`src/rtl/core/pe_pkg.sv`:
```
// package with shared types and constants for the polynomial evaluator
`default_nettype none

package pe_pkg;

    localparam int MAX_DEGREE  = 6;
    localparam int NUM_COEFF   = 7;
    localparam int NUM_STAGES  = MAX_DEGREE + 1;
    localparam int DATA_W      = 32;
    localparam int DEG_W       = 4;
    localparam int REG_IDX_W   = 3;
    localparam int COEFF_IDX_W = 3;

    typedef enum logic [REG_IDX_W-1:0] {
        REG_DEGREE  = 3'd0,
        REG_COEFF_0 = 3'd1,
        REG_COEFF_1 = 3'd2,
        REG_COEFF_2 = 3'd3,
        REG_COEFF_3 = 3'd4,
        REG_COEFF_4 = 3'd5,
        REG_COEFF_5 = 3'd6,
        REG_COEFF_6 = 3'd7
    } reg_idx_t;

    typedef logic [DATA_W-1:0] word_t;

    typedef word_t [MAX_DEGREE:0] coeff_vec_t;

    typedef struct packed {
        word_t x;
        word_t acc;
    } stage_data_t;

endpackage

`default_nettype wire

```
`src/rtl/core/pe_horner_stage.sv`:
```
// one registered multiply-add step of the horner chain
`default_nettype none

module pe_horner_stage
    import pe_pkg::*;
(
    input  wire logic        clk,
    input  wire logic        rst_n,
    input  wire logic        up_valid,
    input  wire stage_data_t up_data,
    input  wire word_t       coeff,
    input  wire logic        down_ready,
    output logic             ready,
    output logic             valid,
    output stage_data_t      data
);

    logic        valid_reg;
    stage_data_t data_reg;
    stage_data_t data_next;
    word_t       product;

    assign ready = !valid_reg || down_ready;

    always_comb
    begin
        product        = DATA_W'(up_data.acc * up_data.x);
        data_next.x    = up_data.x;
        data_next.acc  = DATA_W'(product + coeff);
    end

    always_ff @(posedge clk or negedge rst_n)
    begin
        if (!rst_n)
        begin
            valid_reg <= 1'b0;
        end
        else if (ready)
        begin
            valid_reg <= up_valid;
        end
    end

    always_ff @(posedge clk)
    begin
        if (ready && up_valid)
        begin
            data_reg <= data_next;
        end
    end

    assign valid = valid_reg;
    assign data  = data_reg;

endmodule

`default_nettype wire

```
`config.mk`:
```
export PLATFORM = sky130hd
export DESIGN_NAME = pe_horner_stage
export DESIGN_NICKNAME = d
export VERILOG_FILES = /design/src/rtl/core/pe_pkg.sv /design/src/rtl/core/pe_horner_stage.sv
export SDC_FILE = /design/constraint.sdc
export NUM_CORES = 1
export LEC_CHECK = 0
export BUFFER_PORTS_ARGS = -buffer_cell sky130_fd_sc_hd__buf_2
export CORE_MARGIN = 3
export CORE_UTILIZATION = 40
export CTS_CLUSTER_DIAMETER = 100
export DETAILED_ROUTE_END_ITERATION = 10
export PLACE_DENSITY_LB_ADDON = 0.1
export SLEW_MARGIN = 0
export SYNTH_ARGS = -nofsm -noshare
export SYNTH_HDL_FRONTEND = slang
export SYNTH_SLANG_ARGS = --single-unit
```
`constraint.sdc`:
```
create_clock -name clk -period 3.17 [get_ports clk]
set_input_delay 0.1585 -clock clk [delete_from_list [all_inputs] [get_ports clk]]
set_output_delay 0.1585 -clock clk [all_outputs]
set_load 0.01 [all_outputs]
```
==> results by group, run 1 <==
Place
  • GPL Wtd Cong: 0.879
  • Number of input and output port buffers inserted: 165
  • Post-Place Setup Slack: -4.04 ns
  • Sum of net half-perimeters after detailed placement: 48000 um

Synth
  • Largest cells by area after synthesis: sky130_fd_sc_hd__fa_1 (46%), sky130_fd_sc_hd__and2_1 (12%), sky130_fd_sc_hd__edfxtp_1 (10%), sky130_fd_sc_hd__inv_1 (9.7%), sky130_fd_sc_hd__ha_1 (8.2%)
  • Number of distinct library cells after synthesis: 47
  • Part of the Yosys area used for sequential elements: between 10 and 15%
  • Post-Synthesis Cell Area: 18900 um^2
  • Count of flip-flops with a built-in enable after synthesis: 64
  • Compound-cell area share of the yosys netlist: 3.11%
  • Xor and xnor area share after synthesis: 3.99%
  • Net count of the mapped netlist: 2594
  • Dominant synthesized flop cell: sky130_fd_sc_hd__edfxtp_1
  • Fraction of registers with async set/reset: 1.54%
  • Post-synthesis adder-cell area fraction: 54.7%
  • Share of the synthesized area in the top cell type: between 40 and 50%
  • Largest family of logic cells by synthesized area: adder cells
  • Synth Area in Simple Gates: 16.5%
  • Yosys Warn Count: 0
  • Number of synthesized register bits: 65
  • Fraction of synthesized area in multiplexers: less than 1%
  • Post-Syn Instances: 1932
  • Post-synthesis average cell area: 9.77 um^2
  • Most area-hungry cell type in the Yosys netlist: sky130_fd_sc_hd__fa_1

Floorplanning
  • Die outline height: 223 um
  • Number of placement rows: 78
  • Die Width: 223 um
  • Overall die area: 49800 um^2
  • Num ports: 166
  • Initial standard-cell utilization of the core: 41.1%
  • CORE AREA: approximately 46000 um^2

Cells and area
  • Fraction of layout instances using a drive strength above 1: 25.8%
  • Layout overhead on the synthesized area: 24.9%
  • Flip-flop count of the largest register, all copies and words added: 64
  • End-of-flow core utilization: 51.3%
  • Final-stage net count: 2925
  • Area taken by flip-flops and latches: 1950 um^2
  • Filler instances: 4326
  • Multi-input logic area: 15700 um^2

Global route
  • First-pass GRT wire length: a little under 90000 um
  • Vias in the first global route: between 15000 and 20000
  • Met1 track demand over resource in global routing: 34.5%
  • Gr usage total: a little under a quarter
  • Met2 Track Usage GR: 37.1%
  • M3 GR Usage: under 10%
  • Antenna violations before repair: 1
  • Grt ovf: 0
  • Largest net degree at the start of global routing: 65
  • Layer carrying the most global-route usage: met2

Clocking
  • TritonCTS clock tree: done
  • Number of CTS-inserted buffers: 9
  • Clock transition at the registers of the reported paths: 0.07 ns
  • Number of H-tree branching levels: 3
  • TritonCTS Sinks: 65
  • Root cell of the clock tree: sky130_fd_sc_hd__clkbuf_16
  • Largest buffer count on any clock path: 2
  • Skew-Pair Late Insertion Delay: 0.39 ns

STA
  • Shortest clock period the worst path allows after layout: 6.45 ns
  • Hold violation count in the final report: 0
  • Slew HR: around 37%
  • Worst setup skew after layout: 0.0216 ns
  • Least setup slack across all paths after layout: -3.28 ns
  • Max-slew violation total from the final report: 0
  • Worst-Margin Slew: 0.951 ns
  • Ratio of final minimum period to clock period: 203%
  • Achievable clock frequency: between 150 and 200 MHz
  • Unrepaired setup endpoints after global routing: yes
  • Final setup fails: 27

Drt
  • Number of nets still failing antenna checks after routing: 0
  • Detail-routed net length per standard cell: 19.7 um
  • First-pass detailed-route iteration total: 4
  • Residual DRC count: 0
  • Ratio of routed vias to standard cells: 4.73
  • Routed vias: around 14000
  • Overall routed net length: 56400 um
  • DR iter-0 viols: roughly 600

Run
  • Max_cap viols: 0

Setup path
  • Category of the worst setup path capture point: flop
  • Critical path class: in2reg
  • Required time reported for the critical path endpoint: around 3.3 ns
  • Element type at the critical path start: input pin
  • Highest fanout seen on the critical path: 5
  • Critical path arrival: about 6.6 ns

Run status
  • Failing checks: negative setup slack
  • Outcome: finished with violations

Hold path
  • Path category of the worst min-delay check: in2reg
[critical path, cell delays in order]
cell	delay, ns
sky130_fd_sc_hd__buf_8	0.11
sky130_fd_sc_hd__and2_4	0.15
sky130_fd_sc_hd__fa_1	0.56
sky130_fd_sc_hd__fa_1	0.43
sky130_fd_sc_hd__fa_1	0.52
sky130_fd_sc_hd__inv_2	0.04
sky130_fd_sc_hd__fa_1	0.55
sky130_fd_sc_hd__inv_2	0.05
sky130_fd_sc_hd__fa_1	0.47
sky130_fd_sc_hd__inv_1	0.05
sky130_fd_sc_hd__fa_1	0.47
sky130_fd_sc_hd__inv_1	0.05
sky130_fd_sc_hd__fa_1	0.48
sky130_fd_sc_hd__inv_1	0.05
sky130_fd_sc_hd__fa_1	0.49
sky130_fd_sc_hd__inv_2	0.05
sky130_fd_sc_hd__ha_4	0.26
sky130_fd_sc_hd__and3_4	0.19
sky130_fd_sc_hd__nand3_2	0.08
sky130_fd_sc_hd__a2111o_1	0.32
sky130_fd_sc_hd__a211oi_2	0.22
sky130_fd_sc_hd__buf_4	0.16
sky130_fd_sc_hd__o211ai_4	0.09
sky130_fd_sc_hd__a31oi_4	0.22
sky130_fd_sc_hd__mux2i_1	0.21
sky130_fd_sc_hd__o2111ai_1	0.12
[worst paths after layout]
path                             start       end  slack (ns)  depth (start not counted)
max                        up_data[15]  data[28]       -3.28                         26
min                        up_data[62]  data[62]        0.06                          2
max reg2reg                      valid  data[44]        1.50                          2
min reg2reg                      valid     valid        0.53                          2
max in group asynchronous        rst_n     valid        2.99                          2
min in group asynchronous        rst_n     valid        0.10                          2
[placed cells by master (no fill, tap or decap), types with 4 or more instances in the layout]
cell type                   instances
sky130_fd_sc_hd__inv_1            463
sky130_fd_sc_hd__fa_1             414
sky130_fd_sc_hd__and2_1           343
sky130_fd_sc_hd__buf_4            197
sky130_fd_sc_hd__nand2_1          171
sky130_fd_sc_hd__buf_2            142
sky130_fd_sc_hd__ha_1              82
sky130_fd_sc_hd__xnor2_1           67
sky130_fd_sc_hd__edfxtp_1          64
sky130_fd_sc_hd__buf_6             45
sky130_fd_sc_hd__ha_4              41
sky130_fd_sc_hd__and2_4            25
sky130_fd_sc_hd__inv_2             25
sky130_fd_sc_hd__fa_2              24
sky130_fd_sc_hd__xor2_1            14
sky130_fd_sc_hd__a21o_1            13
sky130_fd_sc_hd__a21oi_2           11
sky130_fd_sc_hd__a21oi_1           10
sky130_fd_sc_hd__clkbuf_16         10
sky130_fd_sc_hd__buf_8              8
sky130_fd_sc_hd__nor2_1             7
sky130_fd_sc_hd__buf_12             7
sky130_fd_sc_hd__a211oi_2           5
sky130_fd_sc_hd__o21ai_2            4
[metal layers]
layer	part of all wire, %	wire [um]
met1	47	26500
met2	47	26400
met3	4.6	2610
met5	0	0
met4	1.6	911
[repair_timing]
| action | CTS | global route |
|---|---|---|
| gates resized for setup | 141 | 114 |
| hold buffers | 3 | 0 |
| endpoints found under the setup margin | 28 | 27 |
| buffers inserted | 15 | 15 |
| gates cloned | 0 | 1 |
| endpoints found under the hold margin | 3 | 0 |
| pin swaps | 74 | 83 |
[cells in the mapped netlist (2+ instances only)]
cell type and n:
sky130_fd_sc_hd__edfxtp_1 64, sky130_fd_sc_hd__nor3_1 2, sky130_fd_sc_hd__nand3_1 4, sky130_fd_sc_hd__a211oi_1 3, sky130_fd_sc_hd__a21o_1 13, sky130_fd_sc_hd__nor2_1 8, sky130_fd_sc_hd__and3_1 3, sky130_fd_sc_hd__nand2_1 173
sky130_fd_sc_hd__xor2_1 16, sky130_fd_sc_hd__xnor2_1 70, sky130_fd_sc_hd__or3_1 2, sky130_fd_sc_hd__a211oi_2 2, sky130_fd_sc_hd__o21ai_0 10, sky130_fd_sc_hd__ha_1 124, sky130_fd_sc_hd__and2_1 368, sky130_fd_sc_hd__clkbuf_1 83
sky130_fd_sc_hd__a21oi_1 24, sky130_fd_sc_hd__o211ai_1 2, sky130_fd_sc_hd__nand2b_1 2, sky130_fd_sc_hd__o21bai_1 2, sky130_fd_sc_hd__inv_1 489, sky130_fd_sc_hd__o211ai_2 2, sky130_fd_sc_hd__o2111ai_1 2, sky130_fd_sc_hd__o21a_1 3
sky130_fd_sc_hd__a31oi_2 2, sky130_fd_sc_hd__fa_1 438
[kinds of logic after synthesis]
group | Yosys count
xor gates and xnor gates | 86
AOI/OAI and AO/OA | 78
muxes | 1
adders and majority gates | 562
DFF | 65
and+or+nand+nor | 568
buffers and inverters | 572
[area by class of cell]
type                    count  area share, %
repair buffers            403           12.8
clock buffers               9          0.956
inverters                 489           7.80
well taps                 600           3.19
clock inverters             6          0.297
multi-input cells        1295           66.7
flip-flops and latches     65           8.26
diodes                      3         0.0319
[through the flow]
step	std cells	instance area (um^2)	hold slack [ns]	TNS, ns
floorplan	1932	19100	-0.137	-64.91
global placement	2826	21900	-0.0672	-82.24
detailed placement	2826	21900	-0.0637	-83.21
CTS	2853	22900	0.0407	-64.82
global route	2868	23600	0.0580	-67.74
finish	2870	23600	0.0621	-63.68
Power of run 1 is left out: the tool's default activity adds up to more than one toggle a clock period on the data nets, which glitch-free logic cannot reach.
==> run 2, diff against run 1 <==
Settings changed: CORE_MARGIN 3 to 5, PLACE_DENSITY_LB_ADDON 0.1 to not set.
==> run 2 against run 1 <==
Compared with the run above:
- the run still ends with negative setup slack left
- sequential cell count is the same
- clock-buffer cell count is the same
- critical path depth is 1 lower
- design area up 0.33%
- global-route usage is 0.18 points higher
- critical endpoint unchanged
==> results by group, run 2 (synthesis results as in run 1) <==
Run status
  • Outcome: finished with violations
  • Failing checks: negative setup slack

Clocking
  • TritonCTS clock tree: done
  • Number of CTS-inserted buffers: 9 (unchanged)
  • Number of H-tree branching levels: 3 (unchanged)
  • Clock transition at the registers of the reported paths: 0.07 ns (about the same)
  • Skew-Pair Late Insertion Delay: 0.39 ns (about the same)
  • Largest buffer count on any clock path: 2 (unchanged)
  • TritonCTS Sinks: 65 (unchanged)
  • Root cell of the clock tree: sky130_fd_sc_hd__clkbuf_16

Setup path
  • Start point of the critical path: up_data[39]
  • Required time reported for the critical path endpoint: 3.28 ns (about the same)
  • Category of the worst setup path capture point: flop
  • Master of the slowest instance on the critical path: sky130_fd_sc_hd__fa_1
  • Maximum single-stage delay on the critical path: 0.56 ns (about the same)
  • Critical path arrival: 6.64 ns (+0.08 ns)
  • Start of the worst register-to-register path: valid
  • Dominant cell type by count on the critical path: sky130_fd_sc_hd__fa_1
  • R2R setup slack: 1.44 ns (-0.06 ns)
  • Critical path class: in2reg
  • Highest fanout seen on the critical path: 6 (+1)
  • Element type at the critical path start: input pin

STA
  • Worst-Margin Slew: 0.982 ns (+0.0316 ns)
  • Worst Hold Slack: 0.0543 ns (-0.00776 ns)
  • Least setup slack across all paths after layout: -3.36 ns (-0.0790 ns)
  • Worst setup skew after layout: 0.00815 ns (-0.0134 ns)
  • Hold violation count in the final report: 0 (unchanged)
  • Total negative slack: -64.49 ns (-0.818 ns)
  • Shortest clock period the worst path allows after layout: 6.53 ns (+0.0790 ns)
  • Max-slew violation total from the final report: 0 (unchanged)
  • Ratio of final minimum period to clock period: 206% (+2.5 points)
  • Slew HR: 34.5% (-2.1 points)
  • Final setup fails: 27 (unchanged)
  • Unrepaired setup endpoints after global routing: yes
  • Achievable clock frequency: 153 MHz (-1.2%)

Drt
  • Residual DRC count: 0 (unchanged)
  • Ratio of routed vias to standard cells: 4.78 (+0.96%)
  • Number of nets still failing antenna checks after routing: 0 (unchanged)
  • First-pass detailed-route iteration total: 5 (+1)
  • Detail-routed net length per standard cell: 20.4 um (+3.8%)
  • DR iter-0 viols: 581 (-5.1%)
  • Routed vias: 13700 (+1.2%)
  • Overall routed net length: 58700 um (+4.1%)

Cells and area
  • Flip-flop count of the largest register, all copies and words added: 64 (unchanged)
  • Filler instances: 4280 (-1.1%)
  • Layout overhead on the synthesized area: 25.3%
  • End-of-flow core utilization: 50.7% (-0.59 points)
  • Leading cell type in the layout, fill and taps excluded: sky130_fd_sc_hd__inv_1
  • Final-stage net count: 2921 (-0.14%)
  • Fraction of layout instances using a drive strength above 1: 25.4% (-0.45 points)
  • Commonest cells after routing, fill and taps aside: sky130_fd_sc_hd__inv_1 (463), sky130_fd_sc_hd__fa_1 (428), sky130_fd_sc_hd__and2_1 (343)

Global route
  • First-pass GRT wire length: 91000 um (+2.4%)
  • Vias in the first global route: 15700 (+4.1%)
  • Gr usage total: 23.7% (+0.18 points)
  • Largest net degree at the start of global routing: 65 (unchanged)
  • Grt ovf: 0 (unchanged)
  • Antenna violations before repair: 7 (+6)

Floorplanning
  • Die Width: 227 um (+1.8%)
  • Num ports: 166 (unchanged)
  • Number of placement rows: 79 (+1.3%)
  • Die outline height: 227 um (+1.8%)
  • Initial standard-cell utilization of the core: 40.5% (-0.61 points)
  • CORE AREA: 46700 um^2 (+1.5%)
  • Overall die area: 51600 um^2 (+3.6%)

Hold path
  • Hold Path Origin: up_data[62]
  • Path category of the worst min-delay check: in2reg

Run
  • Max_cap viols: 0 (unchanged)

Place
  • Sum of net half-perimeters after detailed placement: 49000 um (+2.1%)
  • Number of input and output port buffers inserted: 165 (unchanged)
  • Post-Place Setup Slack: -3.98 ns (+0.0540 ns)
  • GPL Wtd Cong: 0.915 (+4.1%)
run 2: cell count changes in the layout (fill, tap and decap cells not counted), sizes merged:
cell and delta:
diode +3, clkbuf +4, inv +1, buf -9, bufinv +1, bufbuf +1
clkinvlp -2, clkinv +1
run 2: metal layers:
| layer | wire length [um] | track usage (%) | vias to the layer above |
|---|---|---|---|
| met3 | 3310 | 4.31 | 83 |
| met2 | 29000 | 40.0 | 339 |
| li1 | - | - | 6223 |
| met5 | 8 | 0 | - |
| met4 | 2000 | 7.70 | 2 |
| met1 | 24400 | 31.0 | 7100 |
run 2: worst paths after layout:
kind                                 end  cells past startpoint
worst max-delay path            data[28]                     25
worst min-delay path            data[62]                      2
worst max register to register  data[53]                      2
worst min register to register     valid                      2
max in group asynchronous          valid                      2
min in group asynchronous          valid                      2
run 2: repair_timing:
item,CTS,global route
endpoints found under the setup margin,28,27
resized for setup,128,140
hold buffers,3,0
gates cloned,2,1
endpoints found under the hold margin,3,0
buffers inserted,18,17
pin swaps,60,63
run 2: cell type report:
type	count	area (um^2)	area share (%)
Timing Repair Buffer	399	3100	13.1
Tap cell	607	759	3.21
Multi-Input combinational cell	1295	15700	66.2
Inverter	489	1840	7.77
Sequential cell	65	1950	8.24
Antenna cell	6	15.0	0.0635
Clock inverter	7	93.8	0.397
Clock buffer	9	225	0.953
run 2: critical path, delay by kind of cell:
family,cells,cell delay [ns]
AND/OR/NAND/NOR,3,0.36
buffers and inverters,7,0.54
adder cells (fa/ha/maj),9,4.29
multiplexers,1,0.16
AO/OA/AOI/OAI,5,1.12
run 2: stage by stage:
stage | cells | instance area (um^2)
floorplan | 1932 | 19100
global placement | 2816 | 21800
detailed placement | 2816 | 21800
CTS | 2855 | 22900
global route | 2875 | 23600
finish | 2877 | 23600
Power of run 2 is left out for the same reason.
