## config.mk

```make
export PLATFORM = sky130hd
export DESIGN_NAME = pe_cfg_regs
export DESIGN_NICKNAME = d
export VERILOG_FILES = /design/src/rtl/core/pe_pkg.sv /design/src/rtl/core/pe_cfg_regs.sv
export SDC_FILE = /design/constraint.sdc
export NUM_CORES = 1
export LEC_CHECK = 0
export ABC_AREA = 1
export BUFFER_PORTS_ARGS = -buffer_cell sky130_fd_sc_hd__buf_2
export CAP_MARGIN = 25
export CORE_ASPECT_RATIO = 1.75
export CORE_MARGIN = 3
export CORE_UTILIZATION = 56
export CTS_BUF_LIST = sky130_fd_sc_hd__clkbuf_4 sky130_fd_sc_hd__clkbuf_8
export DETAILED_ROUTE_END_ITERATION = 8
export GPL_ROUTABILITY_DRIVEN = 0
export PLACE_DENSITY = 0.83
export SETUP_SLACK_MARGIN = 0.05
export SYNTH_ARGS = -nofsm -noshare
export SYNTH_HDL_FRONTEND = slang
export SYNTH_SLANG_ARGS = --single-unit
```

## constraint.sdc

```tcl
create_clock -name clk -period 1.7 [get_ports clk]
set_clock_uncertainty 0.05 [all_clocks]
set_input_delay 0.17 -clock clk [delete_from_list [all_inputs] [get_ports clk]]
set_output_delay 0.17 -clock clk [all_outputs]
set_load 0.01 [all_outputs]
```

## src/rtl/core/pe_pkg.sv

```systemverilog
// package with shared types and constants for the polynomial evaluator
`default_nettype none

package pe_pkg;

    localparam int MAX_DEGREE  = 6;
    localparam int NUM_COEFF   = 7;
    localparam int NUM_STAGES  = MAX_DEGREE + 1;
    localparam int DATA_W      = 32;
    localparam int DEG_W       = 4;
    localparam int REG_IDX_W   = 3;
    localparam int COEFF_IDX_W = 3;

    typedef enum logic [REG_IDX_W-1:0] {
        REG_DEGREE  = 3'd0,
        REG_COEFF_0 = 3'd1,
        REG_COEFF_1 = 3'd2,
        REG_COEFF_2 = 3'd3,
        REG_COEFF_3 = 3'd4,
        REG_COEFF_4 = 3'd5,
        REG_COEFF_5 = 3'd6,
        REG_COEFF_6 = 3'd7
    } reg_idx_t;

    typedef logic [DATA_W-1:0] word_t;

    typedef word_t [MAX_DEGREE:0] coeff_vec_t;

    typedef struct packed {
        word_t x;
        word_t acc;
    } stage_data_t;

endpackage

`default_nettype wire

```

## src/rtl/core/pe_cfg_regs.sv

```systemverilog
// configuration registers and degree masking of the coefficients
`default_nettype none

module pe_cfg_regs
    import pe_pkg::*;
(
    input  wire logic                 clk,
    input  wire logic                 rst_n,
    input  wire logic                 wr_en,
    input  wire logic [REG_IDX_W-1:0] wr_index,
    input  wire logic [DATA_W-1:0]    wr_data,
    output coeff_vec_t                coeff_used
);

    logic [DEG_W-1:0] degree_reg;
    word_t            coeff_reg [NUM_COEFF];

    always_ff @(posedge clk or negedge rst_n)
    begin
        if (!rst_n)
        begin
            degree_reg <= {DEG_W{1'b1}};
            for (int i = 0; i < NUM_COEFF; i++)
            begin
                coeff_reg[i] <= '0;
            end
        end
        else if (wr_en)
        begin
            if (wr_index == REG_DEGREE)
            begin
                degree_reg <= wr_data[DEG_W-1:0];
            end
            else
            begin
                coeff_reg[REG_IDX_W'(wr_index - REG_IDX_W'(1))] <= wr_data;
            end
        end
    end

    // negative degree masks every term, degrees above the maximum saturate naturally
    always_comb
    begin
        for (int i = 0; i <= MAX_DEGREE; i++)
        begin
            if (!degree_reg[DEG_W-1] && (COEFF_IDX_W'(i) <= degree_reg[DEG_W-2:0]))
            begin
                coeff_used[i] = coeff_reg[i];
            end
            else
            begin
                coeff_used[i] = '0;
            end
        end
    end

endmodule

`default_nettype wire

```

==> results of run 1 <==
-- cells by family after synthesis --
| logic type | count (synthesis) |
|---|---|
| and+or+nand+nor | 939 |
| buffers and inverters | 303 |
| DFF | 228 |
| AOI/OAI and AO/OA | 7 |
| adders and majority gates | 2 |
-- critical path, stage by stage (launching register included) --
cell and delay (ns):
sky130_fd_sc_hd__dfstp_2 0.56, sky130_fd_sc_hd__or2_4 0.17, sky130_fd_sc_hd__o21ai_4 0.07, sky130_fd_sc_hd__buf_12 0.14, sky130_fd_sc_hd__clkbuf_16 0.16, sky130_fd_sc_hd__nor2_2 0.14, sky130_fd_sc_hd__buf_2 0.16
-- final cells by class --
type	instances	area, um^2
clock inverter	6	42.54
fill	1031	3431
clock buffer	52	665.6
timing repair buffer	362	3403
multi-input combinational	948	4751
tap	241	301.5
inverter	235	892.1
sequential	228	5710
-- timing repair --
action	4_1_cts	5_1_grt
hold endpoints to repair	451	0
pin swaps	5	8
endpoints found under the setup margin	224	224
buffers inserted	6	8
gates resized for setup	168	252
gates cloned	7	7
hold buffers	33	0
-- synthesized netlist by cell type (all sizes together) --
library cell / instances
dfrtp: 224
inv: 235
buf: 61
ha: 2
or2: 1
nor2: 239
clkbuf: 7
o21ai: 5
nand3: 7
a21oi: 2
nand2: 692
dfstp: 4
-- through the flow --
step	utilization [%]	TNS [ns]	hold slack, ns
after global routing	82.13	-78.56	0.1362
final	82.13	-71.98	0.1096
after global placement	65.24	0	0.05758
after detailed placement	65.24	-7.853	0.05985
after CTS	75.17	-62.52	0.09029
after floorplan	-	0	-0.1756
-- metal layers --
layer,share of wire [%],wire [um],vias up,GRT usage [%]
li1,-,-,4866,-
met1,32,13340,5334,37.00
met2,51,20950,815,57.83
met3,8.0,3326,276,4.498
met4,9.0,3707,0,21.41
met5,0,0,-,0
-- where the power goes --
group,leakage [nW],total [mW],internal [mW],switching [mW]
clock,0.370,4.70,2.51,2.19
sequential,2.86,7.80,6.87,0.926
combinational,5.41,6.03,2.26,3.77
total,8.63,18.5,11.7,6.88
-- how the worst max path moves through the flow --
stage,slack [ns],endpoint
finish,-0.46,coeff_used[63]
global placement,0.01,coeff_reg[103]
global route,-0.47,coeff_used[111]
floorplan,0.22,coeff_used[100]
detailed placement,-0.10,coeff_reg[76]
CTS,-0.38,coeff_used[121]
==> impl_results.html, run 1 <==
<table>
<tr><th>Metric</th><th>Value</th></tr>
<tr><th colspan="2">Run status</th></tr>
<tr><td>Outcome</td><td>complete, but fails checks</td></tr>
<tr><td>Failing checks</td><td>setup timing</td></tr>
<tr><th colspan="2">Placement</th></tr>
<tr><td>Post-detailed-placement cell area</td><td>12520 um^2</td></tr>
<tr><td>Quantity of I/O buffers inserted on ports</td><td>about 260</td></tr>
<tr><td>Number of cells in the design after placement</td><td>~2.0k</td></tr>
<tr><td>Worst setup timing slack at the placement stage</td><td>-0.1042 ns</td></tr>
<tr><td>Estimated wirelength of the detail-placed design</td><td>about 23 mm</td></tr>
<tr><th colspan="2">Min path</th></tr>
<tr><td>Worst hold path type</td><td>input pin to asynchronous set/reset pin</td></tr>
<tr><th colspan="2">Finish</th></tr>
<tr><td>Number of flip-flops in the largest register</td><td>224</td></tr>
<tr><td>Ratio of cells with drive above 1 in the final layout</td><td>31.57%</td></tr>
<tr><td>Final Non-Filler Cells</td><td>slightly above 2k</td></tr>
<tr><td>Post-route standard cell area excluding fillers</td><td>roughly 16000 um^2</td></tr>
<tr><td>Most frequent cells in the layout</td><td>sky130_fd_sc_hd__nand2_1, sky130_fd_sc_hd__inv_1, sky130_fd_sc_hd__dfrtp_1</td></tr>
<tr><td>Number of antenna cells inserted</td><td>0</td></tr>
<tr><td>Post-layout net count</td><td>1850</td></tr>
<tr><td>Layout Area Growth over Synthesis</td><td>43.90%</td></tr>
<tr><td>Most common cell after layout, fill and taps aside</td><td>sky130_fd_sc_hd__nand2_1</td></tr>
<tr><th colspan="2">Route</th></tr>
<tr><td>Wire length per cell</td><td>around 20 um</td></tr>
<tr><td>DRC marker count from the first detailed-route iteration</td><td>1004</td></tr>
<tr><td>Number of nets still failing antenna checks after routing</td><td>0</td></tr>
<tr><td>Post-detailed-route DRC marker count</td><td>0</td></tr>
<tr><td>Total number of vias</td><td>11.29k</td></tr>
<tr><td>1st-pass router iterations</td><td>6</td></tr>
<tr><td>Routed wire length</td><td>41.33 mm</td></tr>
<tr><td>Via density</td><td>5.449</td></tr>
<tr><th colspan="2">STA</th></tr>
<tr><td>Unrepaired setup endpoints after global routing</td><td>true</td></tr>
<tr><td>Minimum clock period after layout</td><td>between 2 and 2.5 ns</td></tr>
<tr><td>Number of setup violations in the final report</td><td>224</td></tr>
<tr><td>Number of slew-limit violations in the final report</td><td>0</td></tr>
<tr><td>Post-route fraction of the period consumed by the critical path</td><td>127.1%</td></tr>
<tr><td>Count of endpoints failing hold in the final timing report</td><td>0</td></tr>
<tr><td>Transition time at the pin with the least slew margin</td><td>roughly 0.42 ns</td></tr>
<tr><td>Fmax achieved</td><td>between 400 and 500 MHz</td></tr>
<tr><td>Worst slew slack as a fraction of its limit</td><td>72.06%</td></tr>
<tr><td>Fin worst setup slack</td><td>-0.4603 ns</td></tr>
<tr><th colspan="2">Yosys</th></tr>
<tr><td>Proportion of netlist area held by the largest area contributor</td><td>51.16%</td></tr>
<tr><td>Flops &amp; latches, synth</td><td>228</td></tr>
<tr><td>Post-synth top area cell</td><td>sky130_fd_sc_hd__dfrtp_1</td></tr>
<tr><td>Share of synthesized area occupied by flip-flops and latches</td><td>52.12%</td></tr>
<tr><td>Synthesized-area fraction occupied by ao, oa, aoi and oai cells</td><td>0.3883%</td></tr>
<tr><td>Number of warnings printed during yosys synthesis</td><td>0</td></tr>
<tr><td>Mux cell area share after synthesis</td><td>0%</td></tr>
<tr><td>Post-Synthesis Cells</td><td>1479</td></tr>
<tr><td>Adder-cell area share of the yosys netlist</td><td>0.2284%</td></tr>
<tr><td>Library cells used by synthesis</td><td>22</td></tr>
<tr><td>Average size of a mapped cell</td><td>7.408 um^2</td></tr>
<tr><td>Post-Synthesis Cell Area</td><td>10960 um^2</td></tr>
<tr><td>Main combinational cell family by area after synthesis</td><td>simple AND/OR/NAND/NOR gates</td></tr>
<tr><td>Area share of xor/xnor cells in the synthesized design</td><td>0%</td></tr>
<tr><td>Post-Syn Nets</td><td>1519</td></tr>
<tr><td>Area share of and/or/nand/nor cells after synthesis</td><td>33.79%</td></tr>
<tr><td>Leading post-synthesis cells by cell area</td><td>sky130_fd_sc_hd__dfrtp_1, sky130_fd_sc_hd__nand2_1, sky130_fd_sc_hd__inv_1, sky130_fd_sc_hd__nor2_1, sky130_fd_sc_hd__buf_6</td></tr>
<tr><th colspan="2">Power</th></tr>
<tr><td>Total Power Consumption</td><td>18.54 mW</td></tr>
<tr><td>Maximum VDD drop</td><td>929.8 uV</td></tr>
<tr><td>PwrDens</td><td>1176 nW/um^2</td></tr>
<tr><td>Leakage power</td><td>about 8.6 nW</td></tr>
<tr><th colspan="2">Floorplan</th></tr>
<tr><td>Vertical extent of the die</td><td>191.0 um</td></tr>
<tr><td>Area inside the core boundary</td><td>19200 um^2</td></tr>
<tr><td>Placement Rows</td><td>67</td></tr>
<tr><td>X dimension of the die</td><td>111.7 um</td></tr>
<tr><td>Boundary Pins</td><td>262</td></tr>
<tr><td>Die area</td><td>21350 um^2</td></tr>
<tr><td>Initial Utilization</td><td>57.07%</td></tr>
<tr><th colspan="2">GRT</th></tr>
<tr><td>Wire length of the first global-routing pass</td><td>55.55 mm</td></tr>
<tr><td>Maximum number of pins on one net before global-route repair</td><td>47</td></tr>
<tr><td>Via count of the first global-routing pass</td><td>10.74k</td></tr>
<tr><td>Total global-route track usage</td><td>32.85%</td></tr>
<tr><td>Initial antenna violation count</td><td>0</td></tr>
<tr><td>GRT overflow</td><td>0</td></tr>
<tr><th colspan="2">Clock network</th></tr>
<tr><td>Max Buffers Root-to-Sink</td><td>3</td></tr>
<tr><td>TritonCTS clock tree</td><td>yes</td></tr>
<tr><td>Number of buffers created by CTS</td><td>35</td></tr>
<tr><td>H-tree level count</td><td>2</td></tr>
<tr><td>Clock-pin slew on the worst setup and hold paths</td><td>0.08 ns</td></tr>
<tr><td>Clock Tree Root</td><td>sky130_fd_sc_hd__clkbuf_8</td></tr>
<tr><td>Number of sinks driven by the clock tree</td><td>228</td></tr>
<tr><td>Clock latency of the later-clocked register in the worst-skew pair</td><td>0.51 ns</td></tr>
<tr><th colspan="2">Worst setup path</th></tr>
<tr><td>Launch point of the worst path</td><td>degree_reg[1]</td></tr>
<tr><td>Arrival time worst endpoint</td><td>1.94 ns</td></tr>
<tr><td>Data required time at the worst endpoint</td><td>roughly 1.5 ns</td></tr>
<tr><td>CP Class</td><td>flop to output pin</td></tr>
<tr><td>Largest driver fanout on the critical path</td><td>5</td></tr>
<tr><td>Worst setup slack for register-to-register paths</td><td>0.67 ns</td></tr>
<tr><td>Capture instance of the worst register-to-register path</td><td>degree_reg[2]</td></tr>
<tr><td>Worst flop-to-flop path startpoint</td><td>degree_reg[2]</td></tr>
<tr><td>Crit path launch type</td><td>flop</td></tr>
<tr><td>Capturing element type of the critical path</td><td>output pin</td></tr>
<tr><td>Length in cells of the worst reg-to-reg path</td><td>3</td></tr>
<tr><th colspan="2">Run</th></tr>
<tr><td>Number of maximum-capacitance constraint violations</td><td>0</td></tr>
</table>
No activity file was read; power rests on OpenSTA's default activity.
==> run 2, diff against run 1 <==
- clock period: 1.7 -> 2.3 ns (I/O delays scaled with it)
==> impl_results.html, run 2 (same netlist as run 1, synthesis figures left out) <==
<table>
<tr><th>Metric</th><th>Value</th></tr>
<tr><th colspan="2">Finish</th></tr>
<tr><td>Layout Area Growth over Synthesis</td><td>22.09% (was 43.90%)</td></tr>
<tr><td>Ratio of cells with drive above 1 in the final layout</td><td>22.70% (was 31.57%)</td></tr>
<tr><td>Most common cell after layout, fill and taps aside</td><td>sky130_fd_sc_hd__nand2_1 (unchanged)</td></tr>
<tr><td>Post-route standard cell area excluding fillers</td><td>13380 um^2 (was 15770 um^2)</td></tr>
<tr><td>Final core occ</td><td>69.68% (was 82.13%)</td></tr>
<tr><td>Number of flip-flops in the largest register</td><td>224 (unchanged)</td></tr>
<tr><td>Most frequent cells in the layout</td><td>sky130_fd_sc_hd__nand2_1, sky130_fd_sc_hd__buf_2, sky130_fd_sc_hd__inv_1 (was sky130_fd_sc_hd__nand2_1, sky130_fd_sc_hd__inv_1, sky130_fd_sc_hd__dfrtp_1)</td></tr>
<tr><td>Number of antenna cells inserted</td><td>0 (unchanged)</td></tr>
<tr><td>Post-layout net count</td><td>1796 (was 1850)</td></tr>
<tr><th colspan="2">Worst setup path</th></tr>
<tr><td>Capturing element type of the critical path</td><td>output pin (unchanged)</td></tr>
<tr><td>CP Cell Sequence</td><td>inv_2, o21ai_4, buf_12, o21ai_4, nor2_1, buf_2 (was or2_4, o21ai_4, buf_12, clkbuf_16, nor2_2, buf_2)</td></tr>
<tr><td>Highest cell delay on the worst timing path</td><td>0.55 ns (was 0.56 ns)</td></tr>
<tr><td>Most common cell on crit path</td><td>sky130_fd_sc_hd__o21ai_4</td></tr>
<tr><td>Logic depth of the worst path, buffers included</td><td>6 (unchanged)</td></tr>
<tr><td>Crit path launch type</td><td>flop (unchanged)</td></tr>
<tr><td>Count of buffer and inverter cells on the critical path</td><td>3 (unchanged)</td></tr>
<tr><td>Worst flop-to-flop path startpoint</td><td>degree_reg[2] (unchanged)</td></tr>
<tr><td>Max stage delay cell, worst path</td><td>sky130_fd_sc_hd__dfstp_2 (unchanged)</td></tr>
<tr><td>Largest driver fanout on the critical path</td><td>8 (was 5)</td></tr>
<tr><td>Data required time at the worst endpoint</td><td>2.02 ns (was 1.48 ns)</td></tr>
<tr><td>Arrival time worst endpoint</td><td>1.94 ns (about the same)</td></tr>
<tr><td>Dominant delay contributor by cell family on the critical path</td><td>flip-flops (unchanged)</td></tr>
<tr><td>Capture instance of the worst register-to-register path</td><td>degree_reg[2] (unchanged)</td></tr>
<tr><td>Worst setup slack for register-to-register paths</td><td>1.26 ns (was 0.67 ns)</td></tr>
<tr><td>Length in cells of the worst reg-to-reg path</td><td>3 (unchanged)</td></tr>
<tr><td>CP Class</td><td>flop to output pin (unchanged)</td></tr>
<tr><th colspan="2">STA</th></tr>
<tr><td>Number of setup violations in the final report</td><td>0 (was 224)</td></tr>
<tr><td>Total Negative Setup Slacks</td><td>0 ns (was -71.98 ns)</td></tr>
<tr><td>Worst hold slack after final layout</td><td>0.01209 ns (was 0.1096 ns)</td></tr>
<tr><td>Fmax achieved</td><td>451.2 MHz</td></tr>
<tr><td>Post-route fraction of the period consumed by the critical path</td><td>between 90% and 100%</td></tr>
<tr><td>Minimum clock period after layout</td><td>2.216 ns</td></tr>
<tr><td>Unrepaired setup endpoints after global routing</td><td>true (unchanged)</td></tr>
<tr><td>Count of endpoints failing hold in the final timing report</td><td>0 (unchanged)</td></tr>
<tr><td>Transition time at the pin with the least slew margin</td><td>0.7022 ns (was 0.4187 ns)</td></tr>
<tr><td>Number of slew-limit violations in the final report</td><td>0 (unchanged)</td></tr>
<tr><td>Worst slew slack as a fraction of its limit</td><td>53.02% (was 72.06%)</td></tr>
<tr><th colspan="2">Route</th></tr>
<tr><td>Wire length per cell</td><td>16.28 um (was 19.94 um)</td></tr>
<tr><td>DRC marker count from the first detailed-route iteration</td><td>666 (was 1004)</td></tr>
<tr><td>Via density</td><td>4.957 (was 5.449)</td></tr>
<tr><td>Post-detailed-route DRC marker count</td><td>0 (unchanged)</td></tr>
<tr><td>1st-pass router iterations</td><td>5 (was 6)</td></tr>
<tr><td>Routed wire length</td><td>32.89 mm (was 41.33 mm)</td></tr>
<tr><td>Number of nets still failing antenna checks after routing</td><td>0 (unchanged)</td></tr>
<tr><td>Total number of vias</td><td>10.02k (was 11.29k)</td></tr>
<tr><th colspan="2">Clock network</th></tr>
<tr><td>Number of buffers created by CTS</td><td>35 (unchanged)</td></tr>
<tr><td>H-tree level count</td><td>2 (unchanged)</td></tr>
<tr><td>Clock Tree Root</td><td>sky130_fd_sc_hd__clkbuf_8 (unchanged)</td></tr>
<tr><td>Clock latency of the later-clocked register in the worst-skew pair</td><td>0.51 ns (about the same)</td></tr>
<tr><td>Clock-pin slew on the worst setup and hold paths</td><td>0.07 ns (was 0.08 ns)</td></tr>
<tr><td>TritonCTS clock tree</td><td>yes (unchanged)</td></tr>
<tr><td>Max Buffers Root-to-Sink</td><td>3 (unchanged)</td></tr>
<tr><td>Number of sinks driven by the clock tree</td><td>228 (unchanged)</td></tr>
<tr><th colspan="2">Placement</th></tr>
<tr><td>Estimated wirelength of the detail-placed design</td><td>22.68 mm (was 22.60 mm)</td></tr>
<tr><td>Quantity of I/O buffers inserted on ports</td><td>261 (unchanged)</td></tr>
<tr><td>Post-detailed-placement cell area</td><td>12250 um^2 (was 12520 um^2)</td></tr>
<tr><th colspan="2">Min path</th></tr>
<tr><td>Hold Startpoint</td><td>wr_data[18]</td></tr>
<tr><td>Worst hold path type</td><td>input pin to flop (was input pin to asynchronous set/reset pin)</td></tr>
<tr><td>Worst hold path endpoint</td><td>coeff_reg[82]</td></tr>
<tr><td>Number of cells on the worst hold path</td><td>3</td></tr>
<tr><th colspan="2">Power</th></tr>
<tr><td>PwrDens</td><td>919.3 nW/um^2 (was 1176 nW/um^2)</td></tr>
<tr><td>Maximum VDD drop</td><td>538.8 uV (was 929.8 uV)</td></tr>
<tr><td>Total Power Consumption</td><td>12.30 mW (was 18.54 mW)</td></tr>
<tr><td>Leakage power</td><td>8.163 nW (was 8.635 nW)</td></tr>
<tr><th colspan="2">Floorplan</th></tr>
<tr><td>Initial Utilization</td><td>57.07% (unchanged)</td></tr>
<tr><td>Area inside the core boundary</td><td>19200 um^2 (unchanged)</td></tr>
<tr><td>Vertical extent of the die</td><td>191.0 um (unchanged)</td></tr>
<tr><td>Die area</td><td>21350 um^2 (unchanged)</td></tr>
<tr><td>X dimension of the die</td><td>111.7 um (unchanged)</td></tr>
<tr><td>Boundary Pins</td><td>262 (unchanged)</td></tr>
<tr><td>Placement Rows</td><td>67 (unchanged)</td></tr>
<tr><th colspan="2">Run status</th></tr>
<tr><td>Outcome</td><td>complete, no violations (was complete, but fails checks)</td></tr>
<tr><th colspan="2">GRT</th></tr>
<tr><td>Via count of the first global-routing pass</td><td>9945 (was 10.74k)</td></tr>
<tr><td>Total global-route track usage</td><td>30.66% (was 32.85%)</td></tr>
<tr><td>Initial antenna violation count</td><td>0 (unchanged)</td></tr>
<tr><td>Maximum number of pins on one net before global-route repair</td><td>77 (was 47)</td></tr>
<tr><td>GRT overflow</td><td>0 (unchanged)</td></tr>
<tr><td>Wire length of the first global-routing pass</td><td>51.58 mm (was 55.55 mm)</td></tr>
<tr><th colspan="2">Run</th></tr>
<tr><td>Number of maximum-capacitance constraint violations</td><td>0 (unchanged)</td></tr>
</table>
## run 2: area by class of cell
cell class / instances / area [um^2]
Fill cell: 1616 / 5821
Sequential cell: 228 / 5710
Multi-Input combinational cell: 950 / 3856
Timing Repair Buffer: 306 / 1908
Inverter: 235 / 889.6
Clock buffer: 57 / 678.2
Tap cell: 241 / 301.5
Clock inverter: 4 / 32.53
## run 2: timing repair
item                                    CTS  global route
hold buffers                             14             0
resized for setup                        22            12
gates cloned                              4             1
pin swaps                                 1             2
endpoints found under the hold margin   112             0
endpoints found under the setup margin  130            93
buffers inserted                          4             2
## run 2: per-stage QoR
step	worst slack [ns]	instances
6_report	0.08361	2021
3_3_place_gp	0.2377	1935
3_5_place_dp	0.1609	1935
2_1_floorplan	0.7617	1479
4_1_cts	0.03852	2018
5_1_grt	0.01997	2021
## run 2: per-layer routing
metal  GRT usage [%]  share of wire [%]  vias to the layer above
met5               0                  0                        -
met4           18.55                6.2                        0
met3           3.453                6.2                      122
met2           54.48                 52                      440
met1           35.22                 35                     4690
li1                -                  -                     4766
## run 2: worst max path at each step
stage,startpoint,end,slack (ns)
after floorplan,degree_reg[3],coeff_used[100],0.76
after global placement,degree_reg[3],coeff_used[190],0.24
after detailed placement,degree_reg[3],coeff_used[183],0.16
after CTS,degree_reg[0],coeff_used[42],0.04
after global routing,degree_reg[3],coeff_used[112],0.02
final,degree_reg[1],coeff_used[107],0.08
## run 2: worst min-delay path, stage by stage
cell and delay, ns:
sky130_fd_sc_hd__buf_2 0.17, sky130_fd_sc_hd__nand2_1 0.09, sky130_fd_sc_hd__nand2_1 0.05
## run 2: power by group
part	total (mW)	internal, mW	switching [mW]
registers	5.69	5.08	0.609
logic	3.19	1.16	2.03
clock network	3.42	1.87	1.55
==> run 3, diff against run 2 <==
- CORE_UTILIZATION: 56 -> 60
- PLACE_DENSITY: 0.83 -> 0.88
- clock period: 2.3 -> 2.6 ns (I/O delays scaled with it)
==> impl_results.html, run 3 (same netlist as run 1, synthesis figures left out) <==
<table>
<tr><th>Metric</th><th>Value</th></tr>
<tr><th colspan="2">Worst setup path</th></tr>
<tr><td>Data required time at the worst endpoint</td><td>2.29 ns (was 2.02 ns)</td></tr>
<tr><td>Crit path launch type</td><td>flop (unchanged)</td></tr>
<tr><td>Worst setup slack for register-to-register paths</td><td>1.63 ns (was 1.26 ns)</td></tr>
<tr><td>Capturing element type of the critical path</td><td>output pin (unchanged)</td></tr>
<tr><td>CP Class</td><td>flop to output pin (unchanged)</td></tr>
<tr><td>Largest driver fanout on the critical path</td><td>16 (was 8)</td></tr>
<tr><td>Arrival time worst endpoint</td><td>2.20 ns (was 1.94 ns)</td></tr>
<tr><th colspan="2">Finish</th></tr>
<tr><td>Most frequent cells in the layout</td><td>sky130_fd_sc_hd__nand2_1, sky130_fd_sc_hd__buf_2, sky130_fd_sc_hd__inv_1 (unchanged)</td></tr>
<tr><td>Filler Cell Count</td><td>1330 (was 1616)</td></tr>
<tr><td>Final core occ</td><td>74.72% (was 69.68%)</td></tr>
<tr><td>Post-layout net count</td><td>1801 (was 1796)</td></tr>
<tr><td>Ratio of cells with drive above 1 in the final layout</td><td>21.22% (was 22.70%)</td></tr>
<tr><td>Number of flip-flops in the largest register</td><td>224 (unchanged)</td></tr>
<tr><td>Combined flip-flop and latch cell area</td><td>5710 um^2 (unchanged)</td></tr>
<tr><td>Most common cell after layout, fill and taps aside</td><td>sky130_fd_sc_hd__nand2_1 (unchanged)</td></tr>
<tr><td>Layout Area Growth over Synthesis</td><td>20.68% (was 22.09%)</td></tr>
<tr><td>Area occupied by multi-input gates</td><td>3815 um^2 (was 3856 um^2)</td></tr>
<tr><td>Number of antenna cells inserted</td><td>0 (unchanged)</td></tr>
<tr><th colspan="2">STA</th></tr>
<tr><td>Transition time at the pin with the least slew margin</td><td>0.6915 ns (was 0.7022 ns)</td></tr>
<tr><td>Unrepaired setup endpoints after global routing</td><td>false (was true)</td></tr>
<tr><td>Number of setup violations in the final report</td><td>0 (unchanged)</td></tr>
<tr><td>Count of endpoints failing hold in the final timing report</td><td>0 (unchanged)</td></tr>
<tr><td>Worst slew slack as a fraction of its limit</td><td>53.74% (was 53.02%)</td></tr>
<tr><td>Post-route fraction of the period consumed by the critical path</td><td>96.47%</td></tr>
<tr><td>Fmax achieved</td><td>roughly 400 MHz</td></tr>
<tr><td>Total Negative Setup Slacks</td><td>0 ns (unchanged)</td></tr>
<tr><td>Minimum clock period after layout</td><td>2.508 ns</td></tr>
<tr><td>Worst hold slack after final layout</td><td>0.1456 ns (was 0.01209 ns)</td></tr>
<tr><td>Number of slew-limit violations in the final report</td><td>0 (unchanged)</td></tr>
<tr><th colspan="2">Route</th></tr>
<tr><td>Wire length per cell</td><td>16.04 um (was 16.28 um)</td></tr>
<tr><td>Highest signal layer in the routed design</td><td>met4 (unchanged)</td></tr>
<tr><td>Number of nets still failing antenna checks after routing</td><td>0 (unchanged)</td></tr>
<tr><td>Routed wire length</td><td>32.27 mm (was 32.89 mm)</td></tr>
<tr><td>DRC marker count from the first detailed-route iteration</td><td>690 (was 666)</td></tr>
<tr><td>Detailed-route wire length on metal 1</td><td>11.37 mm (was 11.57 mm)</td></tr>
<tr><td>Sum of met3 wire segment lengths after detailed routing</td><td>2.415 mm (was 2.047 mm)</td></tr>
<tr><td>1st-pass router iterations</td><td>8 (was 5)</td></tr>
<tr><td>Via density</td><td>5.012 (was 4.957)</td></tr>
<tr><td>Total number of vias</td><td>10.08k (was 10.02k)</td></tr>
<tr><td>Post-detailed-route DRC marker count</td><td>0 (unchanged)</td></tr>
<tr><td>Routed met2 length</td><td>16.46 mm (was 17.23 mm)</td></tr>
<tr><th colspan="2">Clock network</th></tr>
<tr><td>Clock-pin slew on the worst setup and hold paths</td><td>0.06 ns (was 0.07 ns)</td></tr>
<tr><td>TritonCTS clock tree</td><td>yes (unchanged)</td></tr>
<tr><td>Clock latency of the later-clocked register in the worst-skew pair</td><td>0.54 ns (was 0.51 ns)</td></tr>
<tr><td>Number of sinks driven by the clock tree</td><td>228 (unchanged)</td></tr>
<tr><td>Clock Tree Root</td><td>sky130_fd_sc_hd__clkbuf_8 (unchanged)</td></tr>
<tr><td>Max Buffers Root-to-Sink</td><td>3 (unchanged)</td></tr>
<tr><td>Number of buffers created by CTS</td><td>31 (was 35)</td></tr>
<tr><td>H-tree level count</td><td>1 (was 2)</td></tr>
<tr><th colspan="2">Floorplan</th></tr>
<tr><td>Initial Utilization</td><td>61.91% (was 57.07%)</td></tr>
<tr><td>Die area</td><td>19980 um^2 (was 21350 um^2)</td></tr>
<tr><td>Placement Rows</td><td>64 (was 67)</td></tr>
<tr><td>X dimension of the die</td><td>108.2 um (was 111.7 um)</td></tr>
<tr><td>Vertical extent of the die</td><td>184.8 um (was 191.0 um)</td></tr>
<tr><td>Area inside the core boundary</td><td>17700 um^2 (was 19200 um^2)</td></tr>
<tr><td>Boundary Pins</td><td>262 (unchanged)</td></tr>
<tr><th colspan="2">GRT</th></tr>
<tr><td>Maximum number of pins on one net before global-route repair</td><td>73 (was 77)</td></tr>
<tr><td>Initial antenna violation count</td><td>0 (unchanged)</td></tr>
<tr><td>Total global-route track usage</td><td>32.68% (was 30.66%)</td></tr>
<tr><td>GRT overflow</td><td>0 (unchanged)</td></tr>
<tr><td>Via count of the first global-routing pass</td><td>10.16k (was 9945)</td></tr>
<tr><td>Wire length of the first global-routing pass</td><td>50.78 mm (was 51.58 mm)</td></tr>
<tr><th colspan="2">Power</th></tr>
<tr><td>Total Power Consumption</td><td>10.46 mW (was 12.30 mW)</td></tr>
<tr><td>Maximum VDD drop</td><td>497.2 uV (was 538.8 uV)</td></tr>
<tr><td>Leakage power</td><td>8.097 nW (was 8.163 nW)</td></tr>
<tr><td>PwrDens</td><td>791.2 nW/um^2 (was 919.3 nW/um^2)</td></tr>
<tr><th colspan="2">Placement</th></tr>
<tr><td>Quantity of I/O buffers inserted on ports</td><td>261 (unchanged)</td></tr>
<tr><td>Estimated wirelength of the detail-placed design</td><td>22.09 mm (was 22.68 mm)</td></tr>
<tr><th colspan="2">Run</th></tr>
<tr><td>Number of maximum-capacitance constraint violations</td><td>0 (unchanged)</td></tr>
<tr><th colspan="2">Min path</th></tr>
<tr><td>Worst hold path type</td><td>input pin to asynchronous set/reset pin (was input pin to flop)</td></tr>
<tr><th colspan="2">Run status</th></tr>
<tr><td>Outcome</td><td>complete, no violations (unchanged)</td></tr>
</table>
run 3: area by class of cell:
cell class	count	area share [%]
Multi-Input combinational cell	949	28.85
Timing Repair Buffer	316	14.39
Tap cell	231	2.186
Inverter	235	6.671
Clock inverter	1	0.05678
Sequential cell	228	43.19
Clock buffer	52	4.656
run 3: worst max-delay path, cell delays in order, from the launching register on:
cell and delay (ns):
sky130_fd_sc_hd__dfstp_2 0.57, sky130_fd_sc_hd__inv_1 0.08, sky130_fd_sc_hd__o21ai_2 0.29, sky130_fd_sc_hd__o21ai_4 0.22, sky130_fd_sc_hd__nor2_1 0.28, sky130_fd_sc_hd__buf_2 0.19
run 3: what timing repair did:
item | CTS | global route
gates cloned | 1 | 0
endpoints found under the hold margin | 357 | 0
hold buffers | 33 | 0
resized for setup | 8 | 2
setup endpoints to repair | 87 | 24
setup buffers | 1 | 2
run 3: worst paths after layout:
check                                   to  depth (start not counted)      startpoint
max in group asynchronous    degree_reg[3]                          3           rst_n
hold reg to reg             coeff_reg[194]                          2  coeff_reg[194]
hold / removal               coeff_reg[79]                          2           rst_n
setup / recovery           coeff_used[103]                          5   degree_reg[1]
min in group clk             degree_reg[1]                          4     wr_index[2]
setup reg to reg             degree_reg[2]                          3   degree_reg[2]
run 3: report_power, final:
part	switching [mW]	internal, mW	leakage [nW]
Clock	1.27	1.47	0.333
Sequential	0.536	4.49	2.86
Combinational	1.73	0.960	4.91
run 3: stage by stage:
stage               instance area, um^2  cells  setup slack (ns)
floorplan                         10960   1479             1.032
global placement                  12190   1922            0.4535
detailed placement                12190   1922            0.3969
CTS                               13200   2010           0.06345
global route                      13220   2012           0.04620
finish                            13220   2012           0.09170
run 3: routing by layer:
metal	track usage, %	up-vias
li1	-	4770
met1	37.75	4682
met2	55.71	485
met3	5.188	147
met4	21.33	0
met5	0	-
